[src/hw/rtl/lpb_pkg.sv]
package lpb_pkg;

  localparam int NUM_SLOTS = 64;
  localparam int SLOT_W    = $clog2(NUM_SLOTS);
  localparam int RANK_W    = SLOT_W;

  // request codes; six and seven mean nothing
  typedef enum logic [2:0] {
    REQ_ACCESS     = 3'd0,
    REQ_MARK_DIRTY = 3'd1,
    REQ_PROBE      = 3'd2,
    REQ_DISCARD    = 3'd3,
    REQ_FLUSH_PAGE = 3'd4,
    REQ_FLUSH_FILE = 3'd5
  } req_kind_t;

  typedef enum logic [3:0] {
    ST_IDLE,
    ST_SCAN_RD,
    ST_SCAN_EV,
    ST_DECIDE,
    ST_UPD_RD,
    ST_UPD_EV,
    ST_FLUSH_RD,
    ST_FLUSH_EV,
    ST_EMIT
  } state_t;

  // one slot entry: tag and recency rank
  typedef struct packed {
    logic [7:0]        file;
    logic [31:0]       page;
    logic [RANK_W-1:0] rank;
  } entry_t;

  typedef struct packed {
    logic              we;
    logic [SLOT_W-1:0] waddr;
    entry_t            wdata;
    logic              re;
    logic [SLOT_W-1:0] raddr;
  } ram_req_t;

  typedef struct packed {
    logic        hit;
    logic [5:0]  slot;
    logic        dirty_flag;
    logic        load;
    logic        wb_valid;
    logic [7:0]  wb_file;
    logic [31:0] wb_page;
    logic        not_found;
    logic        last;
  } rsp_t;

endpackage

[src/hw/rtl/lpb_if.sv]
interface lpb_req_if;
  logic        valid;
  logic        ready;
  logic [2:0]  req_type;
  logic [7:0]  file_id;
  logic [31:0] page_num;

  modport source (output valid, req_type, file_id, page_num, input ready);
  modport sink   (input valid, req_type, file_id, page_num, output ready);
endinterface

interface lpb_rsp_if;
  logic        valid;
  logic        ready;
  logic        hit;
  logic [5:0]  slot;
  logic        dirty_flag;
  logic        load;
  logic        wb_valid;
  logic [7:0]  wb_file;
  logic [31:0] wb_page;
  logic        not_found;
  logic        last;

  modport source (output valid, hit, slot, dirty_flag, load, wb_valid, wb_file, wb_page,
                  not_found, last, input ready);
  modport sink   (input valid, hit, slot, dirty_flag, load, wb_valid, wb_file, wb_page,
                  not_found, last, output ready);
endinterface

[src/hw/rtl/lpb_tag_ram.sv]
module lpb_tag_ram
  import lpb_pkg::*;
(
  input  logic     clk,
  input  ram_req_t req,
  output entry_t   rdata
);

  entry_t mem [NUM_SLOTS];

  // single write port
  always_ff @(posedge clk) begin
    if (req.we) begin
      mem[req.waddr] <= req.wdata;
    end
  end

  // registered read port
  always_ff @(posedge clk) begin
    if (req.re) begin
      rdata <= mem[req.raddr];
    end
  end

endmodule

[src/hw/rtl/lru_page_buffer_controller.sv]
// sequencing: every request takes a scan pass over all slots, a read state and an
// evaluate state a slot; access and a discard that hits add a rank update pass;
// flush file adds a flush pass up to the last dirty page of the file, if it has one.
// throughput: one request at a time; the next is accepted only after the last result
// word of the current one loads into the output register, which waits while stalled.
// reset: synchronous active-low; clears used and dirty bits and control state.
module lru_page_buffer_controller
  import lpb_pkg::*;
(
  input  logic      clk,
  input  logic      rst_n,
  lpb_req_if.sink   in_req,
  lpb_rsp_if.source out_rsp
);

  localparam logic [SLOT_W-1:0] LAST_IDX = SLOT_W'(NUM_SLOTS - 1);

  state_t state_r, state_nxt;
  logic [SLOT_W-1:0]    idx_r;
  logic [2:0]           kind_r;
  logic [7:0]           file_r;
  logic [31:0]          page_r;
  logic [NUM_SLOTS-1:0] used_r, dirty_r;
  logic                 found_r, free_found_r, any_r;
  logic [SLOT_W-1:0]    s_r, free_r, vict_r, last_idx_r, tgt_r;
  logic [RANK_W-1:0]    srank_r, best_r, lim_r;
  logic [7:0]           vict_file_r;
  logic [31:0]          vict_page_r;
  logic                 inc_all_r, dec_r;
  rsp_t                 res_r, res_nxt, out_r;
  logic                 out_valid_r;

  ram_req_t ram_req;
  entry_t   rd;

  lpb_tag_ram u_ram (.clk(clk), .req(ram_req), .rdata(rd));

  logic in_acc, out_free, last_slot, tag_eq, flush_match;
  logic upd_needed;
  logic miss_fill;
  logic [SLOT_W-1:0] miss_slot;
  entry_t upd_word;
  rsp_t   flush_word;

  assign in_acc      = in_req.valid && in_req.ready;
  assign out_free    = !out_valid_r || out_rsp.ready;
  assign last_slot   = (idx_r == LAST_IDX);
  assign tag_eq      = (rd.file == file_r) && (rd.page == page_r);
  assign flush_match = used_r[idx_r] && dirty_r[idx_r] && (rd.file == file_r);
  assign miss_slot   = free_found_r ? free_r : vict_r;
  assign miss_fill   = (kind_r == 3'(REQ_ACCESS)) && !found_r;

  // decision after the scan pass
  always_comb begin
    res_nxt      = '0;
    res_nxt.last = 1'b1;
    upd_needed   = 1'b0;
    if (kind_r <= 3'(REQ_FLUSH_PAGE)) begin
      res_nxt.hit  = found_r;
      res_nxt.slot = found_r ? 6'(s_r) : '0;
    end
    case (kind_r)
      REQ_ACCESS: begin
        upd_needed = 1'b1;
        if (!found_r) begin
          res_nxt.slot = 6'(miss_slot);
          res_nxt.load = 1'b1;
          if (!free_found_r && dirty_r[vict_r]) begin
            res_nxt.wb_valid = 1'b1;
            res_nxt.wb_file  = vict_file_r;
            res_nxt.wb_page  = vict_page_r;
          end
        end
      end
      REQ_MARK_DIRTY: res_nxt.not_found = !found_r;
      REQ_PROBE:      res_nxt.dirty_flag = found_r && dirty_r[s_r];
      REQ_DISCARD:    upd_needed = found_r;
      REQ_FLUSH_PAGE: begin
        if (found_r && dirty_r[s_r]) begin
          res_nxt.wb_valid = 1'b1;
          res_nxt.wb_file  = file_r;
          res_nxt.wb_page  = page_r;
        end
      end
      default: ;
    endcase
  end

  // tag and rank rewrite for one slot
  always_comb begin
    upd_word = rd;
    if (idx_r == tgt_r) begin
      upd_word.file = file_r;
      upd_word.page = page_r;
      upd_word.rank = '0;
    end else if (used_r[idx_r]) begin
      if (dec_r) begin
        if (rd.rank > lim_r) upd_word.rank = rd.rank - 1'b1;
      end else if (inc_all_r || rd.rank < lim_r) begin
        upd_word.rank = rd.rank + 1'b1;
      end
    end
  end

  // write-back word of the flush file pass
  always_comb begin
    flush_word          = '0;
    flush_word.hit      = 1'b1;
    flush_word.slot     = 6'(idx_r);
    flush_word.wb_valid = 1'b1;
    flush_word.wb_file  = rd.file;
    flush_word.wb_page  = rd.page;
    flush_word.last     = (idx_r == last_idx_r);
  end

  // next state
  always_comb begin
    state_nxt = state_r;
    unique case (state_r)
      ST_IDLE:     if (in_acc) state_nxt = ST_SCAN_RD;
      ST_SCAN_RD:  state_nxt = ST_SCAN_EV;
      ST_SCAN_EV:  state_nxt = last_slot ? ST_DECIDE : ST_SCAN_RD;
      ST_DECIDE: begin
        if (kind_r == 3'(REQ_FLUSH_FILE)) begin
          state_nxt = any_r ? ST_FLUSH_RD : ST_EMIT;
        end else begin
          state_nxt = upd_needed ? ST_UPD_RD : ST_EMIT;
        end
      end
      ST_UPD_RD:   state_nxt = ST_UPD_EV;
      ST_UPD_EV:   state_nxt = last_slot ? ST_EMIT : ST_UPD_RD;
      ST_FLUSH_RD: state_nxt = ST_FLUSH_EV;
      ST_FLUSH_EV: begin
        if (!flush_match) begin
          state_nxt = ST_FLUSH_RD;
        end else if (out_free) begin
          state_nxt = (idx_r == last_idx_r) ? ST_IDLE : ST_FLUSH_RD;
        end
      end
      ST_EMIT:     if (out_free) state_nxt = ST_IDLE;
      default:     state_nxt = ST_IDLE;
    endcase
  end

  // outputs of the sequencer
  always_comb begin
    in_req.ready  = (state_r == ST_IDLE);
    ram_req       = '0;
    ram_req.re    = (state_r == ST_SCAN_RD) || (state_r == ST_UPD_RD) ||
                    (state_r == ST_FLUSH_RD);
    ram_req.raddr = idx_r;
    ram_req.we    = (state_r == ST_UPD_EV);
    ram_req.waddr = idx_r;
    ram_req.wdata = upd_word;
  end

  always_ff @(posedge clk) begin
    if (!rst_n) begin
      state_r <= ST_IDLE;
    end else begin
      state_r <= state_nxt;
    end
  end

  // request capture, scan bookkeeping and slot updates
  always_ff @(posedge clk) begin
    if (!rst_n) begin
      used_r  <= '0;
      dirty_r <= '0;
      idx_r   <= '0;
    end else begin
      unique case (state_r)
        ST_IDLE: begin
          if (in_acc) begin
            kind_r       <= in_req.req_type;
            file_r       <= in_req.file_id;
            page_r       <= in_req.page_num;
            idx_r        <= '0;
            found_r      <= 1'b0;
            free_found_r <= 1'b0;
            any_r        <= 1'b0;
            best_r       <= '0;
            vict_r       <= '0;
            s_r          <= '0;
            srank_r      <= '0;
          end
        end
        ST_SCAN_EV: begin
          if (used_r[idx_r] && tag_eq && !found_r) begin
            found_r <= 1'b1;
            s_r     <= idx_r;
            srank_r <= rd.rank;
          end
          if (!used_r[idx_r] && !free_found_r) begin
            free_found_r <= 1'b1;
            free_r       <= idx_r;
          end
          if (used_r[idx_r] && rd.rank >= best_r) begin
            best_r      <= rd.rank;
            vict_r      <= idx_r;
            vict_file_r <= rd.file;
            vict_page_r <= rd.page;
          end
          if (flush_match) begin
            any_r      <= 1'b1;
            last_idx_r <= idx_r;
          end
          idx_r <= idx_r + 1'b1;
        end
        ST_DECIDE: begin
          res_r     <= res_nxt;
          idx_r     <= '0;
          inc_all_r <= miss_fill;
          dec_r     <= (kind_r == 3'(REQ_DISCARD));
          lim_r     <= srank_r;
          tgt_r     <= miss_fill ? miss_slot : s_r;
          case (kind_r)
            REQ_ACCESS: begin
              if (!found_r) begin
                used_r[miss_slot]  <= 1'b1;
                dirty_r[miss_slot] <= 1'b0;
              end
            end
            REQ_MARK_DIRTY: if (found_r) dirty_r[s_r] <= 1'b1;
            REQ_DISCARD: begin
              if (found_r) begin
                used_r[s_r]  <= 1'b0;
                dirty_r[s_r] <= 1'b0;
              end
            end
            REQ_FLUSH_PAGE: if (found_r) dirty_r[s_r] <= 1'b0;
            default: ;
          endcase
        end
        ST_UPD_EV: idx_r <= idx_r + 1'b1;
        ST_FLUSH_EV: begin
          if (!flush_match) begin
            idx_r <= idx_r + 1'b1;
          end else if (out_free) begin
            dirty_r[idx_r] <= 1'b0;
            idx_r          <= idx_r + 1'b1;
          end
        end
        default: ;
      endcase
    end
  end

  // output word register
  always_ff @(posedge clk) begin
    if (!rst_n) begin
      out_valid_r <= 1'b0;
    end else if (state_r == ST_EMIT && out_free) begin
      out_valid_r <= 1'b1;
      out_r       <= res_r;
    end else if (state_r == ST_FLUSH_EV && flush_match && out_free) begin
      out_valid_r <= 1'b1;
      out_r       <= flush_word;
    end else if (out_rsp.ready) begin
      out_valid_r <= 1'b0;
    end
  end

  assign out_rsp.valid      = out_valid_r;
  assign out_rsp.hit        = out_r.hit;
  assign out_rsp.slot       = out_r.slot;
  assign out_rsp.dirty_flag = out_r.dirty_flag;
  assign out_rsp.load       = out_r.load;
  assign out_rsp.wb_valid   = out_r.wb_valid;
  assign out_rsp.wb_file    = out_r.wb_file;
  assign out_rsp.wb_page    = out_r.wb_page;
  assign out_rsp.not_found  = out_r.not_found;
  assign out_rsp.last       = out_r.last;

endmodule

[src/flat_wrapper.sv]
// flat-port wrapper written by rule: the top's interface ports become plain ports
module lru_page_buffer_controller_flat import lpb_pkg::*;
  (clk, rst_n, in_req_valid, in_req_req_type, in_req_file_id, in_req_page_num, in_req_ready, out_rsp_valid, out_rsp_hit, out_rsp_slot, out_rsp_dirty_flag, out_rsp_load, out_rsp_wb_valid, out_rsp_wb_file, out_rsp_wb_page, out_rsp_not_found, out_rsp_last, out_rsp_ready);
  lpb_req_if in_req_i ();
  lpb_rsp_if out_rsp_i ();
  input  logic clk;
  input  logic rst_n;
  input wire logic [$bits(in_req_i.valid)-1:0] in_req_valid;
  input wire logic [$bits(in_req_i.req_type)-1:0] in_req_req_type;
  input wire logic [$bits(in_req_i.file_id)-1:0] in_req_file_id;
  input wire logic [$bits(in_req_i.page_num)-1:0] in_req_page_num;
  output wire logic [$bits(in_req_i.ready)-1:0] in_req_ready;
  output wire logic [$bits(out_rsp_i.valid)-1:0] out_rsp_valid;
  output wire logic [$bits(out_rsp_i.hit)-1:0] out_rsp_hit;
  output wire logic [$bits(out_rsp_i.slot)-1:0] out_rsp_slot;
  output wire logic [$bits(out_rsp_i.dirty_flag)-1:0] out_rsp_dirty_flag;
  output wire logic [$bits(out_rsp_i.load)-1:0] out_rsp_load;
  output wire logic [$bits(out_rsp_i.wb_valid)-1:0] out_rsp_wb_valid;
  output wire logic [$bits(out_rsp_i.wb_file)-1:0] out_rsp_wb_file;
  output wire logic [$bits(out_rsp_i.wb_page)-1:0] out_rsp_wb_page;
  output wire logic [$bits(out_rsp_i.not_found)-1:0] out_rsp_not_found;
  output wire logic [$bits(out_rsp_i.last)-1:0] out_rsp_last;
  input wire logic [$bits(out_rsp_i.ready)-1:0] out_rsp_ready;
  assign in_req_i.valid = in_req_valid;
  assign in_req_i.req_type = in_req_req_type;
  assign in_req_i.file_id = in_req_file_id;
  assign in_req_i.page_num = in_req_page_num;
  assign in_req_ready = in_req_i.ready;
  assign out_rsp_valid = out_rsp_i.valid;
  assign out_rsp_hit = out_rsp_i.hit;
  assign out_rsp_slot = out_rsp_i.slot;
  assign out_rsp_dirty_flag = out_rsp_i.dirty_flag;
  assign out_rsp_load = out_rsp_i.load;
  assign out_rsp_wb_valid = out_rsp_i.wb_valid;
  assign out_rsp_wb_file = out_rsp_i.wb_file;
  assign out_rsp_wb_page = out_rsp_i.wb_page;
  assign out_rsp_not_found = out_rsp_i.not_found;
  assign out_rsp_last = out_rsp_i.last;
  assign out_rsp_i.ready = out_rsp_ready;
  lru_page_buffer_controller u_core (.clk(clk), .rst_n(rst_n), .in_req(in_req_i), .out_rsp(out_rsp_i));
endmodule
[config.mk]
export PLATFORM = sky130hd
export DESIGN_NAME = lru_page_buffer_controller_flat
export DESIGN_NICKNAME = d
export VERILOG_FILES = /design/src/hw/rtl/lpb_pkg.sv /design/src/hw/rtl/lpb_if.sv /design/src/hw/rtl/lpb_tag_ram.sv /design/src/hw/rtl/lru_page_buffer_controller.sv /design/src/flat_wrapper.sv
export SDC_FILE = /design/constraint.sdc
export NUM_CORES = 2
export LEC_CHECK = 0
export BUFFER_PORTS_ARGS = -buffer_cell sky130_fd_sc_hd__buf_2
export CAP_MARGIN = 40
export CORE_AREA = 5 5 589 446
export CTS_BUF_LIST = sky130_fd_sc_hd__clkbuf_2 sky130_fd_sc_hd__clkbuf_4 sky130_fd_sc_hd__clkbuf_8
export CTS_CLUSTER_DIAMETER = 60
export DETAILED_ROUTE_END_ITERATION = 7
export DIE_AREA = 0 0 594 451
export MAX_ROUTING_LAYER = met4
export PLACE_DENSITY = 0.63
export SETUP_SLACK_MARGIN = 0.2
export SYNTH_ARGS = -nofsm -noshare
export SYNTH_HDL_FRONTEND = slang
export SYNTH_SLANG_ARGS = --single-unit
[constraint.sdc]
create_clock -name clk -period 10.05 [get_ports clk]
set_input_delay 0.5025 -clock clk [delete_from_list [all_inputs] [get_ports clk]]
set_output_delay 0.5025 -clock clk [all_outputs]
set_load 0.005 [all_outputs]
After elaboration in Yosys (flattened, before gate mapping)
Memories as Yosys holds them, arrays and structs flattened. A register that Yosys moved wholly into a read port is not among the register bits.
Index checks and enable logic that the tools add are counted.
{"block": "word_totals", "register_bits": 378, "ram_bits": 2944, "input_bits": 47, "out_inout_bits": 54, "word_cells": 224, "memories": 1}
{"memory": "u_core.u_ram.mem", "words": 64, "width": 46, "read_ports": 1, "rd_ports_with_merged_regs": 1, "write_ports": 1, "line": "lpb_tag_ram.sv:9", "rtl": "entry_t mem [NUM_SLOTS];"}
{"block": "classes", "add_sub_neg": 3, "magnitude_cmp": 11, "eq_ne": 33, "mux": 78, "bitwise_logic": 9, "n_reduce_logical": 49}
{"operator": "two-way mux 64 bit", "n": 7}
{"operator": "bitwise AND 64 bit", "n": 4}
{"operator": "case mux 64 bit (2 select lines)", "n": 2}
{"operator": "inverter 64 bit", "n": 3}
{"operator": "case mux 64 bit (3 select lines)", "n": 1}
{"operator": "OR 64 bit", "n": 2}
{"operator": "two-way mux 6 bit", "n": 18}
{"operator": "two-way mux 52 bit", "n": 2}
{"operator": "two-way mux 41 bit", "n": 2}
{"operator": "case mux 41 bit (2 select lines)", "n": 1}
{"operator": "case mux 6 bit (2 select lines)", "n": 4}
{"operator": "two-way mux 42 bit", "n": 1}
{"operator": "two-way mux 40 bit", "n": 1}
{"operator": "case mux 4 bit (9 select lines)", "n": 1}
{"operator": "equality test 32 bit", "n": 1}
{"operator": "two-way mux 4 bit", "n": 8}
{"operator": "< comparator 6 x 7 -> 1 bit (second input constant)", "n": 4}
{"operator": "binary-select mux 1 bit (select 6 bit)", "n": 4}
{"operator": "case mux 6 bit (4 select lines)", "n": 1}
{"operator": "AND reduction 4 bit", "n": 5}
{"operator": "demux 1 bit (select 6 bit)", "n": 3}
{"operator": ">= comparator 6 x 1 -> 1 bit (second input constant)", "n": 3}
{"operator": "AND reduction 3 bit", "n": 6}
{"operator": "logical AND 1 bit", "n": 17}
{"operator": "other kinds (35)", "n": 82}

Depth between registers and ports, before layout
{"block": "depth", "depth_word": 10, "mapped_depth": 13, "mapped_depth_nobuf": 10}

Hierarchy
From an unflattened synthesis, not the netlist that was laid out.
{"block": "unflattened", "hier_cells": 6759, "hier_area_um2": 132890.0}
{"module": "lpb_tag_ram", "instances": 1, "cells_per_inst": 4786, "area_each_um2": 112641.8, "seq_area_each_um2": 89786.1}
{"module": "lru_page_buffer_controller", "instances": 1, "cells_per_inst": 1973, "area_each_um2": 20248.2, "seq_area_each_um2": 9959.6}

Least setup slack after synthesis
Ideal clock, no wire load.
{"block": "synth_path", "path_type": "register to register", "start": "register u_core.state_r[0]", "end": "register u_core.file_r[0], enable pin", "setup_time_ns": 0.566, "arrival_time_ns": 5.235, "required_ns": 9.484, "setup_slack_ns": 4.249, "stages_incl_launch_ff": 4, "path_buffers": 2, "synth_period_minus_slack_ns": 5.801, "cell_sequence": "dfxtp_1 clkbuf_1 clkbuf_1 nor4b_1"}
{"block": "synth_via", "elab_chain_cells": 3}
{"element": "start: declaration", "line": "lru_page_buffer_controller.sv:18", "rtl": "state_t state_r, state_nxt;"}
{"element": "start signal: assignment", "line": "lru_page_buffer_controller.sv:161", "rtl": "state_r <= state_nxt;"}
{"element": "zero test 4 bit (*)", "line": "lru_page_buffer_controller.sv:147, lru_page_buffer_controller.sv:172"}
{"element": "logical AND 1 bit", "line": "lru_page_buffer_controller.sv:45", "rtl": "assign in_acc = in_req.valid && in_req.ready;"}
{"element": "AND reduction 3 bit (no line) (*)"}
{"element": "end signal: assignment", "line": "lru_page_buffer_controller.sv:176", "rtl": "file_r <= in_req.file_id;"}
{"element": "end: declaration", "line": "lru_page_buffer_controller.sv:21", "rtl": "logic [7:0] file_r;"}
Mark *: on every way between the ends. The rest lies on a longest branch, timed or not.
A chain may end at the register's enable or synchronous reset.

Final worst setup path
{"block": "layout_path", "start": "register u_core.idx_r[0]", "end": "register u_core.out_r, in the netlist u_core.out_rsp.wb_page[6], enable pin"}
{"block": "layout_via", "elab_chain_cells": 8, "word_cells_on_any_way": 10, "classes_between": "mux (4); reduce/logical (6)"}
{"element": "start: declaration", "line": "lru_page_buffer_controller.sv:19", "rtl": "logic [SLOT_W-1:0] idx_r;"}
{"element": "start signal: assignment", "line": "lru_page_buffer_controller.sv:208", "rtl": "idx_r <= idx_r + 1'b1;"}
{"element": "start signal: assignment", "line": "lru_page_buffer_controller.sv:235", "rtl": "ST_UPD_EV: idx_r <= idx_r + 1'b1;"}
{"element": "start signal: assignment", "line": "lru_page_buffer_controller.sv:238", "rtl": "idx_r <= idx_r + 1'b1;"}
{"element": "binary-select mux 1 bit (select 6 bit)", "line": "lru_page_buffer_controller.sv:49", "rtl": "assign flush_match = used_r[idx_r] && dirty_r[idx_r] && (rd.file == file_r);"}
{"element": "two-way mux 1 bit (not written as such)", "line": "lru_page_buffer_controller.sv:49"}
{"element": "logical AND 1 bit (*) (2 in a row)", "line": "lru_page_buffer_controller.sv:49"}
{"element": "logical AND 1 bit (*) (2 in a row)", "line": "lru_page_buffer_controller.sv:256", "rtl": "end else if (state_r == ST_FLUSH_EV && flush_match && out_free) begin"}
{"element": "nonzero test 2 bit (no line) (*)"}
{"element": "AND reduction 2 bit (no line) (*)"}
{"element": "end signal: assignment", "line": "lru_page_buffer_controller.sv:255", "rtl": "out_r <= res_r;"}
{"element": "end signal: assignment", "line": "lru_page_buffer_controller.sv:258", "rtl": "out_r <= flush_word;"}
{"element": "end: declaration", "line": "lru_page_buffer_controller.sv:30", "rtl": "rsp_t res_r, res_nxt, out_r;"}
Mark *: on every way between the ends. The rest lies on a longest branch, timed or not. The select of a mux whose other input is x is not followed.

==> results.txt <==
----------------------------------------------------
[Global routing]
  Number of antenna violations at the first check in global routing ... 7
  Global route total overflow ... 0
  Overall routing resource usage ... 32.9%
  Vias in the first global route ... between 70000 and 80000
  Pin count of the biggest net entering global routing ... 143
  First-pass GRT wire length ... 608000 um

[Synth]
  Cell types occupying the most area after synthesis ... sky130_fd_sc_hd__edfxtp_1 76%, sky130_fd_sc_hd__a22oi_1 5.2%, sky130_fd_sc_hd__a22o_1 2.3%
  Most used flip-flop cell after synthesis ... sky130_fd_sc_hd__edfxtp_1
  Gate count after technology mapping ... 7485
  Share of flip-flops with an asynchronous set or reset after synthesis ... 0%
  Sequential area share after synthesis ... 78.3%
  Post-synthesis area per instance ... 17.0 um2
  Net count of the mapped netlist ... 7547
  Area fraction of the dominant cell type after synthesis ... 76.1%
  Most frequently used cell type in the post-synthesis netlist ... sky130_fd_sc_hd__edfxtp_1
  Most frequent cells after synthesis ... 3229 x sky130_fd_sc_hd__edfxtp_1, 888 x sky130_fd_sc_hd__a22oi_1, 398 x sky130_fd_sc_hd__clkbuf_1
  Post-synth cell types ... 71
  Summed instance area of the synthesized netlist ... 127000 um2
  Number of enable flip-flop cells after synthesis ... about 3200
  Number of synthesis warnings ... 0
  Post-synthesis sequential element count ... between 3000 and 4000
  Library cell occupying the most area in the post-synthesis netlist ... sky130_fd_sc_hd__edfxtp_1

[Floorplan]
  Starting Density ... 49.8%
  I/O pins ... 101
  DIE WIDTH ... 594 um
  Die height ... 451 um
  Core outline area ... 256000 um2
  Number of rows created at floorplan ... 161
  Die Area ... roughly 270000 um2

[Setup path]
  Top cell family by delay on the critical path ... buffers and inverters
  Critical Path End Type ... flop
  Critical path startpoint category ... flop
  Count of buffer and inverter cells on the critical path ... 4
  Endpoint of the worst-slack reg-to-reg timing path ... u_core.out_rsp.wb_page[6]
  Arrival time of data at the critical path endpoint ... 6.00 ns
  Required @ worst endpoint ... 10.71 ns
  Reg2Reg Setup Slack ... about 4.7 ns
  Cell type of the slowest stage on the worst timing path ... sky130_fd_sc_hd__and3b_4
  Worst-path cell chain ... buf_4, and3b_4, buf_4, buf_4, a22oi_1, o211ai_1, a311oi_1, nand4_1, and2_1, a21oi_1, nor2_4, buf_4
  Crit-path most repeated cell ... sky130_fd_sc_hd__buf_4
  Crit path kind ... flop to flop
  Crit path largest cell delay ... 0.66 ns
  Reg-to-reg critical path startpoint ... u_core.idx_r[0]
  Critical path fanouts, max ... 52
  Number of cells traversed by the worst register-to-register path ... 12
  Worst setup path startpoint ... u_core.idx_r[0]

[Min path]
  Hold path start ... out_rsp_ready
  Number of cells on the worst hold path ... 5
  Hold EP ... u_core.state_r[0]
  Worst hold path type ... input port to flop

[Clocking]
  CTS Buffer Depth ... 4
  Post-CTS setup buffer count ... 0
  Clock buffer count from CTS ... between 400 and 500
  Total number of clock tree sinks ... 3368
  CTS Root Cell ... sky130_fd_sc_hd__clkbuf_8
  CTS H-tree depth ... 5
  TritonCTS clock tree ... built
  Clock transition at the register clock pins on the worst setup and hold paths after CTS ... 0.07 ns
  Clock insertion delay at the later pin of the skew report ... roughly 1.0 ns

[Drt]
  Count of TritonRoute iterations in the first routing pass ... 8
  Via/cell ratio ... ~6.9
  Final routed DRC violation total ... 3
  Final routed wirelength across all metal layers ... 441000 um
  Count of vias placed by the detailed router ... around 80000
  Post-route ant nets ... 0
  Initial detailed-routing violation count ... roughly 14000
  Detail-routed net length per standard cell ... 37.6 um

[Pwr]
  VDD IR max ... approximately 0.00016 V
  Power per cell area ... 185 nW/um2
  Total Power ... ~27000 uW
  Total leakage power ... 0.0448 uW

[Placed design]
  Worst slack at placement ... 4.83 ns
  Number of buffer cells added on primary ports ... 100
  Number of placed instances with taps included ... 10800
  Routability congestion estimate from global placement ... between 0.9 and 1
  Post-detailed-placement half-perimeter wirelength ... 247000 um

[STA]
  Share of the clock period used by the worst path after layout ... 53.2%
  Setup repair after global routing missed its margin ... no
  Rel. slew slack ... 31.2%
  Minimum clock period after layout ... ~5.3 ns
  Actual transition at the worst max-transition pin ... ~1.0 ns
  Number of hold violations in the final report ... 0
  Pins Over Slew Limit ... 0
  Clock tree skew after final layout ... 0.0842 ns
  Peak clock frequency supported by timing ... roughly 190 MHz
  Final-report setup violation count ... 0
  Fin worst setup slack ... 4.71 ns
  Setup tns final ... 0 ns

[Cells and area]
  Layout Cells excl Fill ... 11700
  Area taken by multi-input logic gates ... ~26000 um2
  Layout net count ... 7992
  Register area ... 99800 um2
  Number of fill cells ... 19400
  Share of cells above drive strength 1 ... 17.6%
  Area Growth Syn to Fin ... 13.8%

[Status]
  Violated checks ... DRC
  Status ... finished with violations

[Job]
  Max-Cap Viols ... 0

----------------------------------------------------
[cell usage in the layout (no fill, tap or decap), drive strengths merged, types with 12 or more instances in the layout]
cell type    netlist  final
edfxtp          3229   3229
a22oi            888    888
clkbuf           400    651
buf              147    466
a31oi            348    348
a22o             340    340
a221oi           315    315
nor2             246    246
nand2            195    195
clkinv             1    174
o21ai            163    163
a21oi            159    159
dfxtp            139    139
a21boi           124    124
mux2             108    108
nand4             96     96
nor4              73     73
nand3             61     61
o221ai            58     58
dlygate4sd3        0     45
nor3              37     37
inv               24     36
xor2              35     35
mux4              33     33
mux2i             31     31
and3              27     27
and2              26     26
xnor2             23     23
nor2b             20     20
o211ai            18     18
ha                15     15
nand2b            14     14
nor3b             12     12
[kinds of logic (layout without fill, tap and decap cells)]
group	Yosys count	count (layout)	synth area share (%)
buf+inv	572	1386	1.86
compound gates	2462	2462	14.3
xor+xnor	58	58	0.399
simple gates	838	838	3.22
fa+ha+maj	15	15	0.147
other cells	0	11	0
flops	3368	3368	78.3
mux	172	172	1.78
[cell type report]
| type | count | area share [%] |
|---|---|---|
| diodes | 11 | 0.0190 |
| clock buffers | 651 | 5.48 |
| clock inverters | 197 | 0.771 |
| inverters | 25 | 0.0648 |
| multi-input cells | 3545 | 17.9 |
| flip-flops and latches | 3368 | 68.8 |
| well taps | 3423 | 2.96 |
| repair buffers | 513 | 3.93 |
[flip-flops by register name, indices dropped and copies added, names as in the netlist, 8 cells and up]
register                cells
u_core.u_ram.rdata         46
u_core.vict_page_r         32
u_core.res_r               51
u_core.used_r              64
u_core.u_ram.mem         2944
u_core.out_rsp.wb_file      8
u_core.file_r               8
u_core.page_r              32
u_core.vict_file_r          8
u_core.dirty_r             64
u_core.out_rsp.wb_page     32
[worst max path at each step]
stage / depth (start not counted) / end
2_1_floorplan: 3 / u_core.file_r[0]
3_3_place_gp: 12 / u_core.out_rsp.wb_page[24]
3_5_place_dp: 12 / u_core.out_rsp.wb_page[10]
4_1_cts: 12 / u_core.out_rsp.wb_file[4]
5_1_grt: 12 / u_core.out_rsp.wb_file[4]
6_report: 12 / u_core.out_rsp.wb_page[6]
[metal layers]
layer	routed length (um)	GRT usage, %
met2	192000	46.6
met3	60100	9.21
met4	22200	13.7
met1	167000	45.0
met5	0	-
[stage by stage]
stage	instance area (um2)	hold WS (ns)	utilization, %
3_3_place_gp	133000	0.403	51.8
3_5_place_dp	135000	0.406	52.9
5_1_grt	145000	0.0675	56.7
4_1_cts	145000	0.0123	56.7
6_report	145000	0.0620	56.7
2_1_floorplan	127000	0.400	-
[report_power, final]
group | total (uW) | switching [uW] | leakage [uW] | internal (uW)
logic | 799 | 575 | 0.00969 | 224
registers | 15500 | 74.0 | 0.0303 | 15500
clock network | 10500 | 5200 | 0.00482 | 5300
total | 26800 | 5850 | 0.0448 | 21000
[timing repair]
| item | 4_1_cts | 5_1_grt |
|---|---|---|
| hold buffers | 45 | 0 |
| endpoints found under the hold margin | 87 | 0 |
| resized for setup | 0 | 0 |
[worst register-to-register path, cell delays in order, from the launching register on]
cell and delay [ns]:
sky130_fd_sc_hd__dfxtp_2 0.53, sky130_fd_sc_hd__buf_4 0.58, sky130_fd_sc_hd__and3b_4 0.67, sky130_fd_sc_hd__buf_4 0.58, sky130_fd_sc_hd__buf_4 0.66, sky130_fd_sc_hd__a22oi_1 0.26
sky130_fd_sc_hd__o211ai_1 0.14, sky130_fd_sc_hd__a311oi_1 0.12, sky130_fd_sc_hd__nand4_1 0.28, sky130_fd_sc_hd__and2_1 0.28, sky130_fd_sc_hd__a21oi_1 0.15, sky130_fd_sc_hd__nor2_4 0.15
sky130_fd_sc_hd__buf_4 0.55
Note: power is estimated with default switching activity, not from simulation.
